$ cat src/rtl/mtf_pkg.sv
package mtf_pkg;

  // Field widths of the request and response payloads
  localparam int CMD_W = 2;
  localparam int VAL_W = 32;
  localparam int POS_W = 6;
  localparam int ST_W  = 2;

  // Request opcodes; the fourth code is unused and rejected
  typedef enum logic [CMD_W-1:0] {
    CMD_APPEND = 2'd0,
    CMD_MOVE   = 2'd1,
    CMD_DUMP   = 2'd2
  } cmd_e;

  // Response status codes
  typedef enum logic [ST_W-1:0] {
    ST_OK     = 2'd0,
    ST_REJECT = 2'd1,
    ST_EMPTY  = 2'd2
  } status_e;

  // Read address source for the list memory
  typedef enum logic [2:0] {
    RD_POS     = 3'd0,
    RD_ZERO    = 3'd1,
    RD_IDX_DN1 = 3'd2,
    RD_IDX_DN2 = 3'd3,
    RD_IDX_UP1 = 3'd4
  } rd_sel_e;

  // Update of the walk index
  typedef enum logic [2:0] {
    IDX_HOLD = 3'd0,
    IDX_POS  = 3'd1,
    IDX_ZERO = 3'd2,
    IDX_DEC  = 3'd3,
    IDX_INC  = 3'd4
  } idx_op_e;

  // Controller to datapath commands
  typedef struct packed {
    logic    accept;
    logic    rd_en;
    rd_sel_e rd_sel;
    idx_op_e idx_op;
    logic    grab;
    logic    shift_wr;
    logic    head_wr;
    logic    emit_rsp;
    logic    emit_elem;
  } ctl_cmd_t;

  // Datapath to controller status
  typedef struct packed {
    logic full;
    logic empty;
    logic pos_ok;
    logic pos_one;
    logic idx_one;
    logic idx_last;
    logic out_free;
  } ctl_sts_t;

endpackage

$ cat src/rtl/mtf_req_if.sv
interface mtf_req_if;
  logic                                valid;
  logic                                ready;
  logic [mtf_pkg::CMD_W-1:0]           cmd;
  logic signed [mtf_pkg::VAL_W-1:0]    value;
  logic [mtf_pkg::POS_W-1:0]           position;

  modport source (output valid, cmd, value, position, input ready);
  modport sink   (input valid, cmd, value, position, output ready);
endinterface

$ cat src/rtl/mtf_rsp_if.sv
interface mtf_rsp_if;
  logic                                valid;
  logic                                ready;
  logic [mtf_pkg::ST_W-1:0]            status;
  logic signed [mtf_pkg::VAL_W-1:0]    element;
  logic                                last;

  modport source (output valid, status, element, last, input ready);
  modport sink   (input valid, status, element, last, output ready);
endinterface

$ cat src/rtl/mtf_ctrl.sv
module mtf_ctrl (
  input  logic                      clk,
  input  logic                      rst,
  input  logic                      in_valid,
  output logic                      in_ready,
  input  logic [mtf_pkg::CMD_W-1:0] in_cmd,
  input  mtf_pkg::ctl_sts_t         sts,
  output mtf_pkg::ctl_cmd_t         ctl
);

  typedef enum logic [5:0] {
    S_IDLE     = 6'b000001,
    S_MV_GRAB  = 6'b000010,
    S_MV_SHIFT = 6'b000100,
    S_MV_HEAD  = 6'b001000,
    S_RESP     = 6'b010000,
    S_DUMP_OUT = 6'b100000
  } state_t;

  state_t state;
  state_t state_next;

  // no request is taken while reset is held
  assign in_ready = (state == S_IDLE) && !rst;

  // State register
  always_ff @(posedge clk) begin
    if (rst) begin
      state <= S_IDLE;
    end else begin
      state <= state_next;
    end
  end

  // Sequencing of the commands
  always_comb begin
    state_next = state;
    ctl        = '0;
    case (state)
      S_IDLE: begin
        if (in_valid && in_ready) begin
          ctl.accept = 1'b1;
          if (mtf_pkg::cmd_e'(in_cmd) == mtf_pkg::CMD_MOVE && sts.pos_ok && !sts.pos_one) begin
            // fetch the element being moved
            ctl.rd_en  = 1'b1;
            ctl.rd_sel = mtf_pkg::RD_POS;
            ctl.idx_op = mtf_pkg::IDX_POS;
            state_next = S_MV_GRAB;
          end else if (mtf_pkg::cmd_e'(in_cmd) == mtf_pkg::CMD_DUMP && !sts.empty) begin
            ctl.rd_en  = 1'b1;
            ctl.rd_sel = mtf_pkg::RD_ZERO;
            ctl.idx_op = mtf_pkg::IDX_ZERO;
            state_next = S_DUMP_OUT;
          end else begin
            state_next = S_RESP;
          end
        end
      end
      S_MV_GRAB: begin
        ctl.grab   = 1'b1;
        ctl.rd_en  = 1'b1;
        ctl.rd_sel = mtf_pkg::RD_IDX_DN1;
        state_next = S_MV_SHIFT;
      end
      S_MV_SHIFT: begin
        // entry idx-1 moves back into idx, next read two below
        ctl.shift_wr = 1'b1;
        ctl.idx_op   = mtf_pkg::IDX_DEC;
        if (sts.idx_one) begin
          state_next = S_MV_HEAD;
        end else begin
          ctl.rd_en  = 1'b1;
          ctl.rd_sel = mtf_pkg::RD_IDX_DN2;
        end
      end
      S_MV_HEAD: begin
        ctl.head_wr = 1'b1;
        state_next  = S_RESP;
      end
      S_RESP: begin
        if (sts.out_free) begin
          ctl.emit_rsp = 1'b1;
          state_next   = S_IDLE;
        end
      end
      S_DUMP_OUT: begin
        if (sts.out_free) begin
          ctl.emit_elem = 1'b1;
          if (sts.idx_last) begin
            state_next = S_IDLE;
          end else begin
            ctl.rd_en  = 1'b1;
            ctl.rd_sel = mtf_pkg::RD_IDX_UP1;
            ctl.idx_op = mtf_pkg::IDX_INC;
          end
        end
      end
      default: begin
        state_next = S_IDLE;
      end
    endcase
  end

endmodule

$ cat src/rtl/mtf_dpath.sv
module mtf_dpath #(
  parameter int DEPTH = 32
) (
  input  logic                             clk,
  input  logic                             rst,
  input  mtf_pkg::ctl_cmd_t                ctl,
  output mtf_pkg::ctl_sts_t                sts,
  input  logic [mtf_pkg::CMD_W-1:0]        in_cmd,
  input  logic signed [mtf_pkg::VAL_W-1:0] in_value,
  input  logic [mtf_pkg::POS_W-1:0]        in_position,
  input  logic                             out_ready,
  output logic                             out_valid,
  output logic [mtf_pkg::ST_W-1:0]         out_status,
  output logic signed [mtf_pkg::VAL_W-1:0] out_element,
  output logic                             out_last
);

  localparam int AW = $clog2(DEPTH);
  localparam int CW = $clog2(DEPTH + 1);
  localparam int XW = (CW > mtf_pkg::POS_W) ? CW : mtf_pkg::POS_W;

  logic signed [mtf_pkg::VAL_W-1:0] mem [DEPTH];
  logic signed [mtf_pkg::VAL_W-1:0] rdata;
  logic signed [mtf_pkg::VAL_W-1:0] moved;
  logic [CW-1:0]                    count;
  logic [AW-1:0]                    idx;
  logic [AW-1:0]                    idx_next;
  mtf_pkg::status_e                 rsp_status;

  logic [XW-1:0]                    pos_x;
  logic [XW-1:0]                    cnt_x;
  logic [AW-1:0]                    pos_addr;
  logic [AW-1:0]                    rd_addr;
  logic                             append_wr;
  logic                             we;
  logic [AW-1:0]                    wa;
  logic signed [mtf_pkg::VAL_W-1:0] wd;
  logic                             emit;

  // Request decode and status
  assign pos_x        = XW'(in_position);
  assign cnt_x        = XW'(count);
  assign pos_addr     = AW'(pos_x - XW'(1));
  assign sts.full     = (count == CW'(DEPTH));
  assign sts.empty    = (count == '0);
  assign sts.pos_ok   = (in_position != '0) && (pos_x <= cnt_x);
  assign sts.pos_one  = (in_position == mtf_pkg::POS_W'(1));
  assign sts.idx_one  = (idx == AW'(1));
  assign sts.idx_last = ((CW'(idx) + CW'(1)) == count);
  assign sts.out_free = !out_valid || out_ready;

  assign append_wr = ctl.accept && (mtf_pkg::cmd_e'(in_cmd) == mtf_pkg::CMD_APPEND) && !sts.full;
  assign emit      = ctl.emit_rsp || ctl.emit_elem;

  // Read address select
  always_comb begin
    case (ctl.rd_sel)
      mtf_pkg::RD_POS:     rd_addr = pos_addr;
      mtf_pkg::RD_ZERO:    rd_addr = '0;
      mtf_pkg::RD_IDX_DN1: rd_addr = idx - AW'(1);
      mtf_pkg::RD_IDX_DN2: rd_addr = idx - AW'(2);
      mtf_pkg::RD_IDX_UP1: rd_addr = idx + AW'(1);
      default:             rd_addr = '0;
    endcase
  end

  // Walk index update
  always_comb begin
    case (ctl.idx_op)
      mtf_pkg::IDX_HOLD: idx_next = idx;
      mtf_pkg::IDX_POS:  idx_next = pos_addr;
      mtf_pkg::IDX_ZERO: idx_next = '0;
      mtf_pkg::IDX_DEC:  idx_next = idx - AW'(1);
      mtf_pkg::IDX_INC:  idx_next = idx + AW'(1);
      default:           idx_next = idx;
    endcase
  end

  // Single write port: append at tail, shift back, or moved element at head
  assign we = append_wr || ctl.shift_wr || ctl.head_wr;
  assign wa = append_wr ? count[AW-1:0] : (ctl.shift_wr ? idx : '0);
  assign wd = append_wr ? in_value : (ctl.shift_wr ? rdata : moved);

  // List memory, registered read
  always_ff @(posedge clk) begin
    if (we) begin
      mem[wa] <= wd;
    end
    if (ctl.rd_en) begin
      rdata <= mem[rd_addr];
    end
  end

  // Walk registers
  always_ff @(posedge clk) begin
    idx <= idx_next;
    if (ctl.grab) begin
      moved <= rdata;
    end
  end

  // Element count
  always_ff @(posedge clk) begin
    if (rst) begin
      count <= '0;
    end else if (append_wr) begin
      count <= count + CW'(1);
    end
  end

  // Status of single-result requests, fixed at acceptance
  always_ff @(posedge clk) begin
    if (ctl.accept) begin
      case (mtf_pkg::cmd_e'(in_cmd))
        mtf_pkg::CMD_APPEND: rsp_status <= sts.full ? mtf_pkg::ST_REJECT : mtf_pkg::ST_OK;
        mtf_pkg::CMD_MOVE:   rsp_status <= sts.pos_ok ? mtf_pkg::ST_OK : mtf_pkg::ST_REJECT;
        mtf_pkg::CMD_DUMP:   rsp_status <= mtf_pkg::ST_EMPTY;
        default:             rsp_status <= mtf_pkg::ST_REJECT;
      endcase
    end
  end

  // Output register
  always_ff @(posedge clk) begin
    if (rst) begin
      out_valid <= 1'b0;
    end else if (emit) begin
      out_valid <= 1'b1;
    end else if (out_ready) begin
      out_valid <= 1'b0;
    end
  end

  always_ff @(posedge clk) begin
    if (ctl.emit_rsp) begin
      out_status  <= rsp_status;
      out_element <= '0;
      out_last    <= 1'b1;
    end else if (ctl.emit_elem) begin
      out_status  <= mtf_pkg::ST_OK;
      out_element <= rdata;
      out_last    <= sts.idx_last;
    end
  end

  a_count_range: assert property (@(posedge clk) disable iff (rst)
    count <= CW'(DEPTH))
    else $error("element count above depth");

  a_emit_free: assert property (@(posedge clk) disable iff (rst)
    emit |-> sts.out_free)
    else $error("response loaded over an unread response");

  a_one_write: assert property (@(posedge clk) disable iff (rst)
    $onehot0({append_wr, ctl.shift_wr, ctl.head_wr}))
    else $error("write port conflict");

  a_shift_idx: assert property (@(posedge clk) disable iff (rst)
    ctl.shift_wr |-> (idx != '0))
    else $error("shift into the head slot");

  a_count_append: assert property (@(posedge clk) disable iff (rst)
    (count != $past(count)) |-> $past(append_wr))
    else $error("count changed without an append");

endmodule

$ cat src/rtl/move_to_front_list_core.sv
// Move-to-front list of up to DEPTH signed 32-bit values.
//
// req (sink): cmd, value, position. A request is taken when valid and ready
// are both high. Append puts value at the tail; move takes the element at
// 1-based position to the head; dump reads the whole list head to tail.
// rsp (source): status, element, last. Every request gives one response
// with last set, except a dump of a non-empty list, which gives one response
// per element with last on the tail element.
//
// One request is in work at a time; ready is high only between requests.
// Append, rejected requests, move of position one and dump of an empty list:
// status fixed at acceptance, loaded into the response register once it is
// free, then ready is high again. Move of position p >= 2: the element is
// read and grabbed, one memory entry is shifted per cycle through the single
// read and single write port, and the grabbed element goes to the head.
// Dump: one element per cycle from the registered read while not stalled.
// The response is held in an output register; a stalled receiver holds the
// sequence in place and the next request is still taken while the last
// response waits. Reset clears the element count and the control state;
// the list memory is not cleared and needs no clearing pass.
module move_to_front_list_core #(
  parameter int DEPTH = 32
) (
  input  logic      clk,
  input  logic      rst,
  mtf_req_if.sink   req,
  mtf_rsp_if.source rsp
);

  mtf_pkg::ctl_cmd_t ctl;
  mtf_pkg::ctl_sts_t sts;

  mtf_ctrl u_ctrl (
    .clk      (clk),
    .rst      (rst),
    .in_valid (req.valid),
    .in_ready (req.ready),
    .in_cmd   (req.cmd),
    .sts      (sts),
    .ctl      (ctl)
  );

  mtf_dpath #(
    .DEPTH (DEPTH)
  ) u_dpath (
    .clk         (clk),
    .rst         (rst),
    .ctl         (ctl),
    .sts         (sts),
    .in_cmd      (req.cmd),
    .in_value    (req.value),
    .in_position (req.position),
    .out_ready   (rsp.ready),
    .out_valid   (rsp.valid),
    .out_status  (rsp.status),
    .out_element (rsp.element),
    .out_last    (rsp.last)
  );

endmodule

$ cat src/flat_wrapper.sv
// flat-port wrapper written by rule: the top's interface ports become plain ports
module move_to_front_list_core_flat 
#(
  parameter int DEPTH = 32
)
  (clk, rst, req_valid, req_cmd, req_value, req_position, req_ready, rsp_valid, rsp_status, rsp_element, rsp_last, rsp_ready);
  mtf_req_if req_i ();
  mtf_rsp_if rsp_i ();
  input  logic clk;
  input  logic rst;
  input wire logic [$bits(req_i.valid)-1:0] req_valid;
  input wire logic [$bits(req_i.cmd)-1:0] req_cmd;
  input wire logic [$bits(req_i.value)-1:0] req_value;
  input wire logic [$bits(req_i.position)-1:0] req_position;
  output wire logic [$bits(req_i.ready)-1:0] req_ready;
  output wire logic [$bits(rsp_i.valid)-1:0] rsp_valid;
  output wire logic [$bits(rsp_i.status)-1:0] rsp_status;
  output wire logic [$bits(rsp_i.element)-1:0] rsp_element;
  output wire logic [$bits(rsp_i.last)-1:0] rsp_last;
  input wire logic [$bits(rsp_i.ready)-1:0] rsp_ready;
  assign req_i.valid = req_valid;
  assign req_i.cmd = req_cmd;
  assign req_i.value = req_value;
  assign req_i.position = req_position;
  assign req_ready = req_i.ready;
  assign rsp_valid = rsp_i.valid;
  assign rsp_status = rsp_i.status;
  assign rsp_element = rsp_i.element;
  assign rsp_last = rsp_i.last;
  assign rsp_i.ready = rsp_ready;
  move_to_front_list_core #(.DEPTH(DEPTH)) u_core (.clk(clk), .rst(rst), .req(req_i), .rsp(rsp_i));
endmodule
$ cat config.mk
export PLATFORM = sky130hd
export DESIGN_NAME = move_to_front_list_core_flat
export DESIGN_NICKNAME = d
export VERILOG_FILES = /design/src/rtl/mtf_pkg.sv /design/src/rtl/mtf_req_if.sv /design/src/rtl/mtf_rsp_if.sv /design/src/rtl/mtf_ctrl.sv /design/src/rtl/mtf_dpath.sv /design/src/rtl/move_to_front_list_core.sv /design/src/flat_wrapper.sv
export SDC_FILE = /design/constraint.sdc
export NUM_CORES = 2
export LEC_CHECK = 0
export BUFFER_PORTS_ARGS = -buffer_cell sky130_fd_sc_hd__buf_4
export CAP_MARGIN = 5
export CORE_UTILIZATION = 45
export CTS_CLUSTER_DIAMETER = 50
export DETAILED_ROUTE_END_ITERATION = 12
export GPL_TIMING_DRIVEN = 0
export SYNTH_ARGS = -nofsm -noshare
export SYNTH_HDL_FRONTEND = slang
export SYNTH_SLANG_ARGS = --single-unit
$ cat constraint.sdc
create_clock -name clk -period 4.5 [get_ports clk]
set_input_delay 0.225 -clock clk [delete_from_list [all_inputs] [get_ports clk]]
set_output_delay 0.225 -clock clk [all_outputs]
set_load 0.02 [all_outputs]
# Yosys cells after proc, flatten, opt, wreduce, memory -nomap -nowiden
# Memory sizes are Yosys's and may differ from the RTL's. A register that Yosys moved wholly into a read port is not among the register bits.
# Cells that the tools add are included.
[op_classes] n_lt_le_gt_ge=1 eq_ne=24 muxes=38 reduce_logical=25 add_sub_neg=6
[op_table] operator="two-way mux 32 bit" count=2
[op_table] operator="two-way mux 6 bit" count=7
[op_table] operator="one-hot mux 5 bit (4 select lines)" count=2
[op_table] operator="one-hot mux 6 bit (6 select lines)" count=1
[op_table] operator="two-way mux 7 bit" count=4
[op_table] operator="one-hot mux 4 bit (4 select lines)" count=1
[op_table] operator="two-way mux 1 bit" count=13
[op_table] operator="equality test 3 x 2 -> 1 bit, second input constant" count=4
[op_table] operator="equality test 6 x 1 -> 1 bit, second input constant" count=2
[op_table] operator="equality test 6 bit, second input constant" count=2
[op_table] operator="two-way mux 5 bit" count=2
[op_table] operator="inequality test 2 x 1 -> 1 bit, second input constant" count=5
[op_table] operator="subtractor 5 x 1 -> 5 bit, second input constant" count=2
[op_table] operator="one-hot mux 3 bit (3 select lines)" count=1
[op_table] operator="logical AND 1 bit" count=8
[op_table] operator="two-way mux 8 bit" count=1
[op_table] operator="adder 5 x 1 -> 6 bit, second input constant" count=1
[op_table] operator="adder 6 x 1 -> 6 bit, second input constant" count=1
[op_table] operator="equality test 3 bit, second input constant" count=2
[op_table] operator="equality test 6 x 2 -> 1 bit, second input constant" count=1
[op_table] operator="equality test 6 x 3 -> 1 bit, second input constant" count=1
[op_table] operator="equality test 6 x 4 -> 1 bit, second input constant" count=1
[op_table] operator="equality test 6 x 5 -> 1 bit, second input constant" count=1
[op_table] operator="equality test 6 bit" count=1
[op_table] operator="other kinds (19)" count=28
[totals] ram_bits=1024 n_memories=1 word_cells=104 inputBits=44 regBits=87 output_inout_bits=37
[mem_list] memory="u_core.u_dpath.mem" depth=32 width=32 rd=1 rd_clocked_by_memory_dff=1 wr=1 line="mtf_dpath.sv:22" text="logic signed [mtf_pkg::VAL_W-1:0] mem [DEPTH];"

# Logic depth before layout (Yosys ltp)
[logic_depth] ltp_word=13 mapped_depth=16

# By module
# A second synthesis with hierarchy kept.
[hier_totals] hier_cells=2582 hier_area_um2=45697.6
[by_module_without_submodules] module="mtf_dpath" area_per_inst_um2=45238.4 n_inst=1 seq_area_each_um2=33742.4 cells_per_inst=2522
[by_module_without_submodules] module="mtf_ctrl" area_per_inst_um2=459.2 n_inst=1 seq_area_each_um2=120.1 cells_per_inst=60

# Least setup slack after synthesis
# Ideal clock, no wire load.
[synth_timing] path_type="flip-flop to flip-flop" start="register u_core.u_dpath.idx[0]" end="register u_core.u_dpath.rdata[0] in the netlist's numbering (read register of u_core.u_dpath.mem) (enable)" path_slack_ns=0.102 arrival_ns=3.769 setup_time_ns=0.629 n_path_buf=2 period_less_slack_ns=4.398 path_stages_with_launch=10 path_cell_list="edfxtp_1 clkbuf_1 inv_1 ha_1 xor2_1 a311o_1 or4_4 o21ai_4 clkbuf_1 nand4_1"
[synth_rtl] item="start: declaration" line="mtf_dpath.sv:26" text="logic [AW-1:0] idx;"
[synth_rtl] item="start signal: assignment" line="mtf_dpath.sv:96" text="idx <= idx_next;"
[synth_rtl] item="end: declaration" line="mtf_dpath.sv:23" text="logic signed [mtf_pkg::VAL_W-1:0] rdata;"

# Worst setup path in the final report
[layout_timing] start="register u_core.u_dpath.idx[0]" end="register u_core.u_dpath.rdata[10] in the netlist's numbering (read register of u_core.u_dpath.mem), data pin"
[layout_via] elab_chain_len=7 elab_cells_between_ends=15
[layout_rtl] item="adder 5 x 1 -> 6 bit" line="mtf_dpath.sv:49" text="assign sts.idx_last = ((CW'(idx) + CW'(1)) == count);"
[layout_rtl] item="equality test 6 bit" line="mtf_dpath.sv:49"
[layout_rtl] item="two-way mux 7 bit" line="mtf_ctrl.sv:89" text="if (sts.idx_last) begin"
[layout_rtl] item="two-way mux 7 bit" line="mtf_ctrl.sv:87" text="if (sts.out_free) begin"
[layout_rtl] item="one-hot mux 4 bit (4 select lines)" line="mtf_ctrl.sv:39" text="case (state)"
[layout_rtl] item="equality test 3 bit (tied with other cells)" line="mtf_dpath.sv:57" text="case (ctl.rd_sel)"
[layout_rtl] item="one-hot mux 5 bit (4 select lines)" line="mtf_dpath.sv:57"
# Parallel ways exist; a longest one is shown, timed or not.
# A chain may end at the register's enable or synchronous reset.

==> metrics.csv <==
metric,value,unit
Synth Area in XOR/XNOR,0.3098,%
Die X,319.0,um
Synth cell types,73,
GRT Total Usage,26.27,%
Post-Synth Adder-Cell Area,0.4426,%
"Seq/Total Area, Yosys",74.87,%
vias per inst,5.839,
n_diodes,0,
Fin Hold WS,44.89,ps
Routed Antenna Nets,0,
clock tree root buffer cell,clkbuf_16,
Finished Cell Area,0.05515,mm2
R2R depth,15,
initial antenna violation count,0,
H-tree depth,4,
total clock sinks,1143,
Port Buf Inserts,80,
CP max stage delay,590,ps
I/O pin count,81,
Simple-Gate Fraction of Synth Area,14.38,%
crit end category,flop,
arrival time at the worst endpoint,4940,ps
CP top delay family,simple AND/OR/NAND/NOR gates,
Yosys reg bits,1143,
Compound-Gate Fraction of Synth Area,5.610,%
Final Hold Fails,0,
combinational share of power,8.9,%
Clock Skews,25.48,ps
Slew headroom,15.32,%
Final Max Tran Viols,0,
M3 GR Usage,4.160,%
Detail Placement HPWL,90840,um
1st-pass router iterations,5,
Syn Nets,3442,
Placer Congestion,0.9276,
post-synthesis cell type with the largest combined area,edfxtp_1,
Clock Power Share,42.6,%
"Core Util, Final",55.71,%
latest clock arrival within the worst-skew pair,740,ps
CTS tree,done,
worst r2r dst,u_core.u_dpath.rdata[10],
num rows,115,
"Cell Area, Placed",0.04925,mm2
crit path max-delay cell type,or4_4,
WP data required,4950,ps
Crit Path Max Fanout,10,
internal power,18350,uW
die area,0.1018,mm2
first-pass GRT wire length,193700,um
fill cell instance count of the final layout,7885,
vias in the first global route,28020,
CP Buf/Inv Count,4,
Flop pwr share,48.5,%
worst vdd ir,419.0,uV
area delta synth->final,21.92,%
predominant post-synthesis flop cell,edfxtp_1,
Static Leakage,0.01898,uW
worst hold path class,primary input to flop,
Post-synth ARST share,0,%
average size of a mapped cell,13.37,um2
Worst Setup SP,u_core.u_dpath.idx[0],
layout cells sized above 1,18.22,%
Synth top area share,72.83,%
switch share,23.99,%
TritonCTS Buffers,131,
switching pwr,5789,uW
WS Path Type,flop to flop,
Die Ht,319.0,um
unrepaired setup endpoints after global routing,yes,
Area contributors post-synth,"edfxtp_1 73%, nand2_1 8.3%, nand3_1 3.2%",
total grt overflow,0,
synthesized area,0.04523,mm2
largest family of logic cells by synthesized area,simple AND/OR/NAND/NOR gates,
grt met2 use,41.07,%
final total power,24130,uW
core area,0.09899,mm2
# DRC,0,
Starting Density,45.69,%
Worst path depth,15,
Worst Tran Pin Value,1270,ps
maxcap violations,0,
Reg2Reg Launch Point,u_core.u_dpath.idx[0],
Final period util,99.89,%
multiplexer share of the synthesized area,2.362,%
min cycle time layout,4495,ps
largest net degree at the start of global routing,33,
GR peak layer,met2,
WL per Instance,26.29,um
fmax,222.5,MHz
endpoints failing setup,0,
Iter 0 DRT Violations,3703,
worst path cell trace,clkbuf_8 > inv_2 > ha_4 > xor2_1 > a311o_1 > or4_4 > o21ai_4 > buf_4 > mux2i_4 > nand2_2 > clkbuf_1 > a31oi_1 > and3_1 > a31oi_4 > nand3_2,
status,"complete, no violations",
total wire length,134500,um
register clock-pin slew on the reported worst setup and hold paths,60,ps
Final Net Count,3787,
routing usage on met1,37.19,%
Post-synth EDFFs,1097,
startpoint class of the critical path,flop,
Synth Warn #,0,
Worst setup endpoint,u_core.u_dpath.rdata[10],
PD cells,437.6,mW/mm2
Mapped Cells,3382,
reg-to-reg setup timing slack,5,ps
routed vias,29880,
clock buffer depth,3,
==> tightest hold or removal path, cell delays in order <==
cell     delay [ps]
buf_4            80
nand2_1          70
o21ai_4          80
buf_12          170
==> power by group through the flow <==
stage                     Combinational [uW]  Sequential (uW)  Clock (uW)
after global routing                    2280            11700       10800
after detailed placement                1890            11900           0
after global placement                  1800            12000           0
after floorplan                         1020            11900           0
final                                   2150            11700       10300
after CTS                               2100            11700       10400
==> per-stage QoR <==
| stage | setup slack, ps | TNS, ps | std cells |
|---|---|---|---|
| floorplan | 102.3 | 0 | 3382 |
| global placement | -2296 | -3309350 | 4749 |
| detailed placement | -1503 | -61920 | 4814 |
| CTS | 0.003997 | 0 | 5098 |
| global route | -82.02 | -613.8 | 5117 |
| finish | 4.773 | 0 | 5117 |
==> sequential cells by signal, indices dropped and copies added, names as in the netlist, 2 cells and up <==
register	flops
u_core.u_dpath.moved	32
u_core.u_dpath.rdata	32
u_core.u_dpath.cnt_x	6
u_core.u_dpath.out_status	2
u_core.u_dpath.mem	1024
u_core.u_dpath.rsp_status	2
u_core.u_dpath.out_element	32
u_core.u_ctrl.state	6
u_core.u_dpath.idx	5
==> per-layer routing <==
layer | vias to the layer above | wire (um) | share of wire, %
li1 | 13280 | - | -
met1 | 14940 | 56170 | 42
met2 | 1424 | 62260 | 46
met4 | 0 | 4846 | 3.6
met5 | - | 0 | 0
met3 | 235 | 11260 | 8.4
==> cell usage after synthesis (49+ instances only) <==
master	number
nand2_1	1005
mux2i_1	102
buf_2	59
a31oi_1	159
nand3_1	286
nor2_1	52
nand4_1	69
a21oi_1	49
clkbuf_1	116
edfxtp_1	1097
a32oi_1	62
==> worst min-delay path by stage <==
stage / depth (start not counted) / slack [ps] / start / end
finish: 4 / 40 / req_value[23] / u_core.u_dpath.mem[27][23]
global route: 3 / 40 / req_value[18] / u_core.u_dpath.mem[19][18]
CTS: 4 / 20 / req_value[23] / u_core.u_dpath.mem[25][23]
detailed placement: 2 / 450 / u_core.u_dpath.out_element[6] / u_core.u_dpath.out_element[6]
global placement: 2 / 450 / u_core.u_dpath.out_element[31] / u_core.u_dpath.out_element[31]
floorplan: 1 / 330 / rst / u_core.u_ctrl.state[0]
==> final cells by class <==
cell class                      count  area, um2  share of cell area [%]
Clock buffer                      166       3482                   6.314
Clock inverter                     70      656.9                   1.191
Inverter                           15      56.30                  0.1021
Timing Repair Buffer              217       2711                   4.917
Buffer                            199       1149                   2.083
Multi-Input combinational cell   2020      11620                   21.07
Sequential cell                  1143      33860                   61.41
Tap cell                         1287       1610                   2.920
==> layout by cell type (no fill, tap or decap), drive strengths merged, types with 6 or more instances in the layout <==
cell type	instances
edfxtp	1097
nand2	1005
nand3	286
clkbuf	286
buf	278
a31oi	159
mux2i	103
nand4	69
a32oi	62
nor2	53
a21oi	52
o21ai	47
dfxtp	46
clkinv	42
and3	34
inv	32
dlygate4sd3	18
ha	16
nor3	15
xnor2	12
nor2b	9
bufinv	8
nand2b	8
and2	6
or2	6
a22oi	6
nor4	6
==> kinds of logic after synthesis <==
group	after synthesis
simple gates	1511
flops	1143
compound gates	372
buf+inv	219
mux	105
xor+xnor	16
fa+ha+maj	16
==> timing repair <==
action / in CTS / in global routing
hold buffers: 18 / 0
hold endpoints to repair: 72 / 0
cloned: 1 / 0
pin swaps: 30 / 20
setup endpoints to repair: 219 / 563
buffers inserted: 31 / 22
gates resized for setup: 219 / 74
Power figures use the tool's default switching activity.
